<file path="config.mk">
export PLATFORM = sky130hd
export DESIGN_NAME = rmr_merge
export DESIGN_NICKNAME = d
export VERILOG_FILES = /design/src/hdl/rmr_pkg.sv /design/src/hdl/rmr_merge.sv
export SDC_FILE = /design/constraint.sdc
export NUM_CORES = 1
export LEC_CHECK = 0
export BUFFER_PORTS_ARGS = -buffer_cell sky130_fd_sc_hd__buf_2
export CAP_MARGIN = 15
export CORE_AREA = 2 2 168 170
export CTS_CLUSTER_DIAMETER = 60
export DETAILED_ROUTE_END_ITERATION = 6
export DIE_AREA = 0 0 170 172
export PLACE_DENSITY = 0.49
export SYNTH_ARGS = -nofsm -noshare
export SYNTH_HDL_FRONTEND = slang
export SYNTH_SLANG_ARGS = --single-unit
</file>
<file path="constraint.sdc">
create_clock -name clk -period 6.1 [get_ports clk]
set_input_delay 0.915 -clock clk [delete_from_list [all_inputs] [get_ports clk]]
set_output_delay 0.915 -clock clk [all_outputs]
set_load 0.01 [all_outputs]
</file>
<file path="src/hdl/rmr_pkg.sv">
// Shared types, constants and fixed-point helpers for the ray mirror reflection block.
package rmr_pkg;

  localparam int FRAC_BITS = 16;
  // Product of two 32-bit values after the fraction shift.
  localparam int TRUNC_W   = 64 - FRAC_BITS;
  // Sum of three truncated products.
  localparam int DOT_W     = TRUNC_W + 2;
  // 32-bit value plus one truncated product.
  localparam int SUM_W     = TRUNC_W + 1;
  // Reflection scale 2*|D.N| is held in 0 .. 2^31-1.
  localparam int SCALE_W   = 31;
  localparam int LATENCY   = 7;

  typedef logic signed [31:0] fx_t;

  typedef struct packed {
    fx_t        origin_x;
    fx_t        origin_y;
    fx_t        origin_z;
    fx_t        dir_x;
    fx_t        dir_y;
    fx_t        dir_z;
    fx_t        normal_x;
    fx_t        normal_y;
    fx_t        normal_z;
    fx_t        hit_distance;
    logic [7:0] bounce_budget;
  } rmr_in_t;

  typedef struct packed {
    fx_t        new_origin_x;
    fx_t        new_origin_y;
    fx_t        new_origin_z;
    fx_t        refl_x;
    fx_t        refl_y;
    fx_t        refl_z;
    logic [7:0] budget_left;
  } rmr_out_t;

  localparam logic signed [63:0]      TRUNC_BIAS = 64'((64'sd1 <<< FRAC_BITS) - 64'sd1);
  localparam logic signed [SUM_W-1:0] SAT_HI     = SUM_W'(64'sd2147483647);
  localparam logic signed [SUM_W-1:0] SAT_LO     = SUM_W'(-64'sd2147483648);

  // Drop the fraction bits, rounding toward zero.
  function automatic logic signed [TRUNC_W-1:0] trunc_fx(input logic signed [63:0] p);
    logic signed [63:0] biased;
    biased = p + (p[63] ? TRUNC_BIAS : 64'sd0);
    return biased[63:FRAC_BITS];
  endfunction

  // Clamp to the 32-bit signed range.
  function automatic fx_t sat_fx(input logic signed [SUM_W-1:0] v);
    fx_t res;
    if (v > SAT_HI) begin
      res = 32'sh7FFF_FFFF;
    end else if (v < SAT_LO) begin
      res = 32'sh8000_0000;
    end else begin
      res = v[31:0];
    end
    return res;
  endfunction

endpackage

</file>
<file path="src/hdl/rmr_merge.sv">
// Combines the lanes' dot-product terms into the reflection scale 2*|D.N|.
module rmr_merge
  import rmr_pkg::*;
(
  input  logic                      clk,
  input  logic signed [TRUNC_W-1:0] term_x_i,
  input  logic signed [TRUNC_W-1:0] term_y_i,
  input  logic signed [TRUNC_W-1:0] term_z_i,
  output logic [SCALE_W-1:0]        scale_o
);

  logic signed [DOT_W-1:0] dot_r, dot_nxt;
  logic [DOT_W-1:0]        abs_dot;
  logic [SCALE_W-1:0]      scale_r, scale_nxt;

  assign dot_nxt = DOT_W'(term_x_i) + DOT_W'(term_y_i) + DOT_W'(term_z_i);
  assign abs_dot = dot_r[DOT_W-1] ? DOT_W'(-dot_r) : DOT_W'(dot_r);
  // |P| >= 2^30 means 2|P| leaves the 31-bit range
  assign scale_nxt = (|abs_dot[DOT_W-1:SCALE_W-1]) ? {SCALE_W{1'b1}}
                                                   : {abs_dot[SCALE_W-2:0], 1'b0};

  always_ff @(posedge clk) begin
    dot_r   <= dot_nxt;   // stage 3
    scale_r <= scale_nxt; // stage 4
  end

  assign scale_o = scale_r;

endmodule

</file>
* After elaboration in Yosys (flattened, before gate mapping)
Index checks and enable logic that the tools add are counted.
** Cells by class
- Add/sub/neg operators :: 3
- Muxes and demuxes :: 2
- Reductions and logical operators :: 1
** Operators by type and width (count)
- $add A49 B48 Y50 :: 1
- $mux W50 :: 1
- $neg A50 Y50 :: 1
- $add A48 B48 Y49 :: 1
- $reduce_or A20 Y1 :: 1
- $mux W1 :: 1
** Word-level totals
- Register bits :: 81
- Word-level logic and storage cells :: 9

* Longest topological paths before layout
Gate-level depths: netlist of run 1.
- Depth in word-level cells :: 4
- Mapped depth :: 14
- Mapped depth without buffers :: 14

* Worst setup path before layout of run 1
OpenSTA, ideal clock, no wires.
- Path type :: input to register
- Start point :: input term_x_i[1]
- End point :: register dot_r[49]
- Arrival time :: 4.407 ns
- Required time :: 5.994 ns
- Slack :: 1.587 ns
- Cell stages on the path :: 12
- Path through :: fa_1 -> ha_1 -> fa_1 -> a21o_1 -> a21oi_1 -> o21bai_1 -> o221a_2 -> o211a_1 -> o21ba_2 -> o41ai_1 -> nor2_1 -> o311ai_0
** Between the ends
- Cells in the longest elaborated chain, start to end :: 2
** RTL lines
- start, declared :: RTL line rmr_merge.sv:6 : input logic signed [TRUNC_W-1:0] term_x_i,
- $add A48 B48 Y49 :: RTL line rmr_merge.sv:16 : assign dot_nxt = DOT_W'(term_x_i) + DOT_W'(term_y_i) + DOT_W'(term_z_i);
- $add A49 B48 Y50 :: RTL line rmr_merge.sv:16
- named net dot_nxt[49] :: RTL line rmr_merge.sv:12 : logic signed [DOT_W-1:0] dot_r, dot_nxt;
- end signal, assigned :: RTL line rmr_merge.sv:23 : dot_r <= dot_nxt;
- end, declared :: RTL line rmr_merge.sv:12
The timed path passes the listed nets, and every way through them passes these cells.
A chain may end at the register's enable or synchronous reset.

* Worst setup path in the final report of run 1
- Start point :: input term_x_i[3]
- End point :: register dot_r[46]
The elaborated chain is that of the path after synthesis.

==> results.json, run 1 <==
{
  "status": "finished, final reports clean",
  "overflow": 0,
  "design.core.area_mm2": 0.02748,
  "synth_warnings": 0,
  "tns_ns": 0,
  "antenna_found_initial": 0,
  "cts_tree": "built",
  "cts_root_buf": "clkbuf_16",
  "route.detailed.drc": 0,
  "worstHoldStart": "dot_r[11]",
  "numCtsBuffers": 9,
  "p_switching_mw": 1.125,
  "power-per-cell-area_mw_per_mm2": 327.9,
  "syn_inst": 743,
  "grt_usage_pct": 12.00,
  "ios": 176,
  "grt_pass1_vias": 5785,
  "netlist.area_leader.share_pct": 24.07,
  "swShare_pct": 41.71,
  "skew_ns": 0.008789,
  "wl_um": 17610,
  "holdPathStages": 2,
  "min_period_ns": 4.563,
  "min_period_over_period_pct": 74.80,
  "crit_type": "in -> reg",
  "r2r-end": "scale_o[26]",
  "portBuffers": 175,
  "dp_cells": 1242,
  "cap_viol_max_count": 0,
  "final_cells": 1257,
  "dp_hpwl_um": 14610,
  "post_cts_buffers": 0,
  "reg2reg_setup_slack_ns": 2.18,
  "hold_viol": 0,
  "yosysTopAreaCell": "dfxtp_1",
  "synth_ff_type": "dfxtp_1",
  "syn_area_per_cell_um2": 9.068,
  "ys_types": 70,
  "max-vdd-ir-drop_uv": 128.5,
  "power.internal_mw": 1.572,
  "rr_startpoint": "dot_r[3]",
  "antennaDiodeCount": 0,
  "cp_max_fo": 5,
  "cts_sinks": 81,
  "clk_latency_ns": 0.35,
  "netlist_area_mm2": 0.006738,
  "layout-drive-gt1-share_pct": 24.26,
  "post_cts_resize_count": 0,
  "viasPerCell": 4.769,
  "setup_viol": 0,
  "ys_ff_latch": 81,
  "drt_iter0_markers": 360,
  "initial_core_util_pct": 24.52,
  "async_flop_share_pct": 0,
  "grt_max_degree": 42,
  "cts_buffer_depth": 2,
  "slew_headroom_pct": 36.99,
  "areaGrowthSynthToFinish_pct": 22.06,
  "tightest_slew_ns": 0.9366,
  "die_x_um": 170,
  "worstPathArrival_ns": 4.79,
  "finalMaxSlewViolations": 0,
  "min_to": "scale_o[12]",
  "wire_per_inst_um": 14.01,
  "synth_area_leaders": "dfxtp_1 (24%), fa_1 (15%), ha_1 (9.1%), xor2_1 (5.3%), xnor2_1 (4.3%)",
  "crit_start": "term_x_i[3]",
  "p_leak_nw": 3.471,
  "synth_commonest_cells": "dfxtp_1 (81), nand2_1 (70), a21oi_1 (52)",
  "p_seq_share_pct": 33.9,
  "rsz0062_at_grt": "no",
  "clkTransAtPathRegs_ns": 0.06,
  "r2r_cells": 10,
  "setup.worst_path.start_class": "primary input",
  "drt_first_pass_iters": 4,
  "routabilityCongestion": 0.8459,
  "cts_hold_buf": 0,
  "critPathRequiredTime_ns": 6.33,
  "critPathCaptureType": "flop",
  "ctsHtreeMaxLevel": 3,
  "yosysMostFrequentCell": "dfxtp_1",
  "std_cell_rows": 61,
  "fmax_mhz": 219.2,
  "chipHeight_um": 172,
  "ant_nets": 0,
  "synth_edf_count": 0,
  "holdWs_ns": 0.4983,
  "synth_fp_nets": 986,
  "p_comb_share_pct": 45.7,
  "vias": 5995,
  "clockPowerShare_pct": 20.4,
  "dieArea_mm2": 0.02924,
  "synth-seq-area-share_pct": 24.07,
  "nNetsFinal": 1150,
  "min_path_type": "reg -> reg",
  "grt_pass1_wl_um": 28310
}
## critical path, cell delays in order
cell and delay, ns:
buf_2 0.11, fa_1 0.47, ha_1 0.37, o211ai_1 0.11, o21ai_0 0.49, o211a_1 0.23, o221ai_1 0.30, o41ai_1 0.73
a31oi_1 0.32, o21bai_1 0.40, a41oi_1 0.19, xnor2_1 0.16
## cells by family after synthesis
kind of cell	after synthesis	synth area share, %
mux	2	0.3157
xor+xnor	74	9.619
fa+ha+maj	98	23.66
compound gates	206	20.89
flops	81	24.07
buf+inv	48	3.509
simple gates	234	17.94
## worst max path at each step
stage | endpoint | slack (ns) | cells past startpoint
floorplan | dot_r[49] | 1.59 | 12
global placement | dot_r[46] | 1.42 | 12
detailed placement | dot_r[46] | 1.27 | 12
CTS | dot_r[46] | 1.62 | 12
global route | dot_r[46] | 1.32 | 12
finish | dot_r[46] | 1.54 | 12
## metrics by stage
stage	total power, mW	area (um^2)	util, %	worst slack, ns
2_1_floorplan	1.813	6738	-	1.587
3_3_place_gp	2.158	7923	28.83	1.418
3_5_place_dp	2.158	7923	28.83	1.265
4_1_cts	2.720	8224	29.93	1.619
5_1_grt	2.920	8224	29.93	1.318
6_report	2.697	8224	29.93	1.537
## per-layer routing
layer  GRT usage (%)  part of all wire [%]  vias to the layer above
met5               0                     0                        -
met4           3.419                   1.2                        0
met3           1.991                   3.7                       21
met2           19.52                    46                      130
met1           16.41                    49                     2809
li1                -                     -                     3035
## power by group through the flow
stage	Combinational, mW	Clock [mW]	Sequential, mW
floorplan	0.958	0	0.856
global placement	1.23	0	0.926
detailed placement	1.23	0	0.924
CTS	1.24	0.567	0.912
global route	1.39	0.590	0.940
finish	1.23	0.551	0.913
## area by class of cell
type                            instances  area, um^2
Clock inverter                          5       62.56
Sequential cell                        81        1622
Multi-Input combinational cell        614        4880
Fill cell                            2951       19250
Timing Repair Buffer                  179       905.9
Clock buffer                           10       239.0
Tap cell                              346       432.9
Inverter                               22       82.58
## state kept, by name, summed over array words and instances (netlist names)
signal	count
dot_r	50
scale_o	31
## placed cells by master, fill, tap and decap left out, types with 8 or more instances in the layout
cell type    n
a21oi_1     52
nor3_1      24
inv_1       21
ha_1        49
xor2_1      41
o21bai_1    13
or3_1       10
a21o_1      30
o31ai_1     14
nand2_1     70
fa_1        49
o21ai_0     29
a211oi_1     8
buf_2      175
nor2_1      48
xnor2_1     33
clkbuf_16    9
dfxtp_1     81
nand4_1     20
nand3_1     10
Note: power is estimated with default switching activity, not from simulation.
==> run 2: changes to the inputs <==
- clock period: 6.1 -> 4.2 ns (I/O delays scaled with it)
==> run 2 against run 1 <==
Compared with the run above:
- worst setup slack worse by 1.1 ns
- via count shrank 0.18%
- power up 42%
- combinational power increased by 49%
- critical endpoint is now dot_r[49]
- largest cell class unchanged
==> results.json, run 2 (synthesis results as in run 1) <==
{
  "status": "finished, final reports clean",
  "dp_cells": 1255,
  "routabilityCongestion": 0.8304,
  "viasPerCell": 4.719,
  "numCtsBuffers": 9,
  "antenna_found_initial": 0,
  "min_period_ns": 3.810,
  "finalMaxSlewViolations": 0,
  "largest-register": "dot_r",
  "holdWs_ns": 0.4993,
  "nNetsFinal": 1163,
  "worstPathArrival_ns": 4.05,
  "layout-drive-gt1-share_pct": 25.05,
  "cp_common_cell": "fa_1",
  "cts_sinks": 81,
  "drt_first_pass_iters": 4,
  "min_path_type": "reg -> reg",
  "ff_latch_area_mm2": 0.001622,
  "initial_core_util_pct": 24.52,
  "ios": 176,
  "crit_type": "in -> reg",
  "slowest_delay_ns": 0.48,
  "cts_tree": "built",
  "critPathRequiredTime_ns": 4.44,
  "vias": 5984,
  "min_period_over_period_pct": 90.71,
  "cts_root_buf": "clkbuf_16",
  "skew_ns": 0.004453,
  "dieArea_mm2": 0.02924,
  "antennaDiodeCount": 0,
  "portBuffers": 175,
  "grt_usage_pct": 12.44,
  "post_cts_resize_count": 0,
  "cts_buffer_depth": 2,
  "tns_ns": 0,
  "grt_max_degree": 41,
  "fmax_mhz": 262.5,
  "total_power_mw": 3.839,
  "wire_per_inst_um": 13.83,
  "overflow": 0,
  "dp_hpwl_um": 14790,
  "chipHeight_um": 172,
  "wl_um": 17540,
  "cts_hold_buf": 0,
  "final_cell_mix": "buf_2 (175), dfxtp_1 (81), nand2_1 (70)",
  "drt_iter0_markers": 271,
  "p_leak_nw": 3.525,
  "place_area_mm2": 0.008040,
  "final_common_cell": "buf_2",
  "grt_pass1_vias": 5872,
  "clk_latency_ns": 0.34,
  "max-vdd-ir-drop_uv": 195.0,
  "power-per-cell-area_mw_per_mm2": 463.0,
  "cap_viol_max_count": 0,
  "cp_max_fo": 7,
  "hold_viol": 0,
  "grt_pass1_wl_um": 29330,
  "areaGrowthSynthToFinish_pct": 23.06,
  "rsz0062_at_grt": "no",
  "final_area_mm2": 0.008292,
  "final_cells": 1268,
  "setup.worst_path.start_class": "primary input",
  "multi_input_area_mm2": 0.004887,
  "clkTransAtPathRegs_ns": 0.05,
  "cp_slowest_cell": "fa_1",
  "fillers": 3021,
  "route.detailed.drc": 0,
  "die_x_um": 170,
  "largest_reg_flops": 50,
  "ctsHtreeMaxLevel": 3,
  "ant_nets": 0,
  "critPathCaptureType": "flop",
  "setup_viol": 0,
  "tightest_slew_ns": 0.9213,
  "path_cells": "buf_2, fa_1, ha_1, fa_1, a21o_1, a21oi_1, o21bai_1, o221a_2, o211a_1, o21ba_2, o41ai_2, buf_4, nor2_1, o311ai_0",
  "design.core.area_mm2": 0.02748,
  "slew_headroom_pct": 38.01,
  "std_cell_rows": 61,
  "post_cts_buffers": 0
}
[run 2: changes by cell type in the layout (fill, tap and decap cells not counted)]
cell and change:
bufinv_16 -1, clkinv_2 +1, o41ai_1 -1, buf_4 +12
clkbuf_1 +2, o41ai_2 +1, clkinvlp_4 -2, buf_12 +1
inv_6 -2
[run 2: worst paths after layout]
path	from	to	slack [ns]	depth (start not counted)
max	term_x_i[1]	dot_r[49]	0.39	14
min	dot_r[28]	scale_o[29]	0.50	2
min reg2reg	dot_r[28]	scale_o[29]	0.50	2
max reg2reg	dot_r[27]	scale_o[2]	0.55	10
[run 2: cell type report]
type	instances	share of cell area [%]
multi-input combinational	614	58.94
timing repair buffer	192	12.25
clock buffer	12	2.973
tap	346	5.221
clock inverter	1	0.06036
inverter	22	0.9959
sequential	81	19.56
[run 2: metal layers]
metal | part of all wire [%] | track usage, %
met5 | 0 | 0
met4 | 0.83 | 2.861
met2 | 46 | 20.53
met1 | 49 | 17.01
met3 | 4.0 | 2.106
[run 2: power by group]
| group | total, mW | internal [mW] | switching [mW] |
|---|---|---|---|
| logic | 1.83 | 0.820 | 1.01 |
| registers | 1.33 | 1.02 | 0.312 |
| clock network | 0.678 | 0.405 | 0.273 |
| total | 3.84 | 2.24 | 1.60 |
[run 2: per-stage QoR]
stage          setup slack (ns)  util (%)
2_1_floorplan            0.2425         -
3_3_place_gp            0.05887     29.26
3_5_place_dp            0.03059     29.26
4_1_cts                  0.3818     30.18
5_1_grt                 0.09413     30.18
6_report                 0.3903     30.18
[run 2: critical path, delay by kind of cell]
family                     cells  cell delay [ns]
AOI/OAI and AO/OA              8             1.92
adders and majority gates      3             1.13
and+or+nand+nor                1             0.05
buffers and inverters          2             0.31
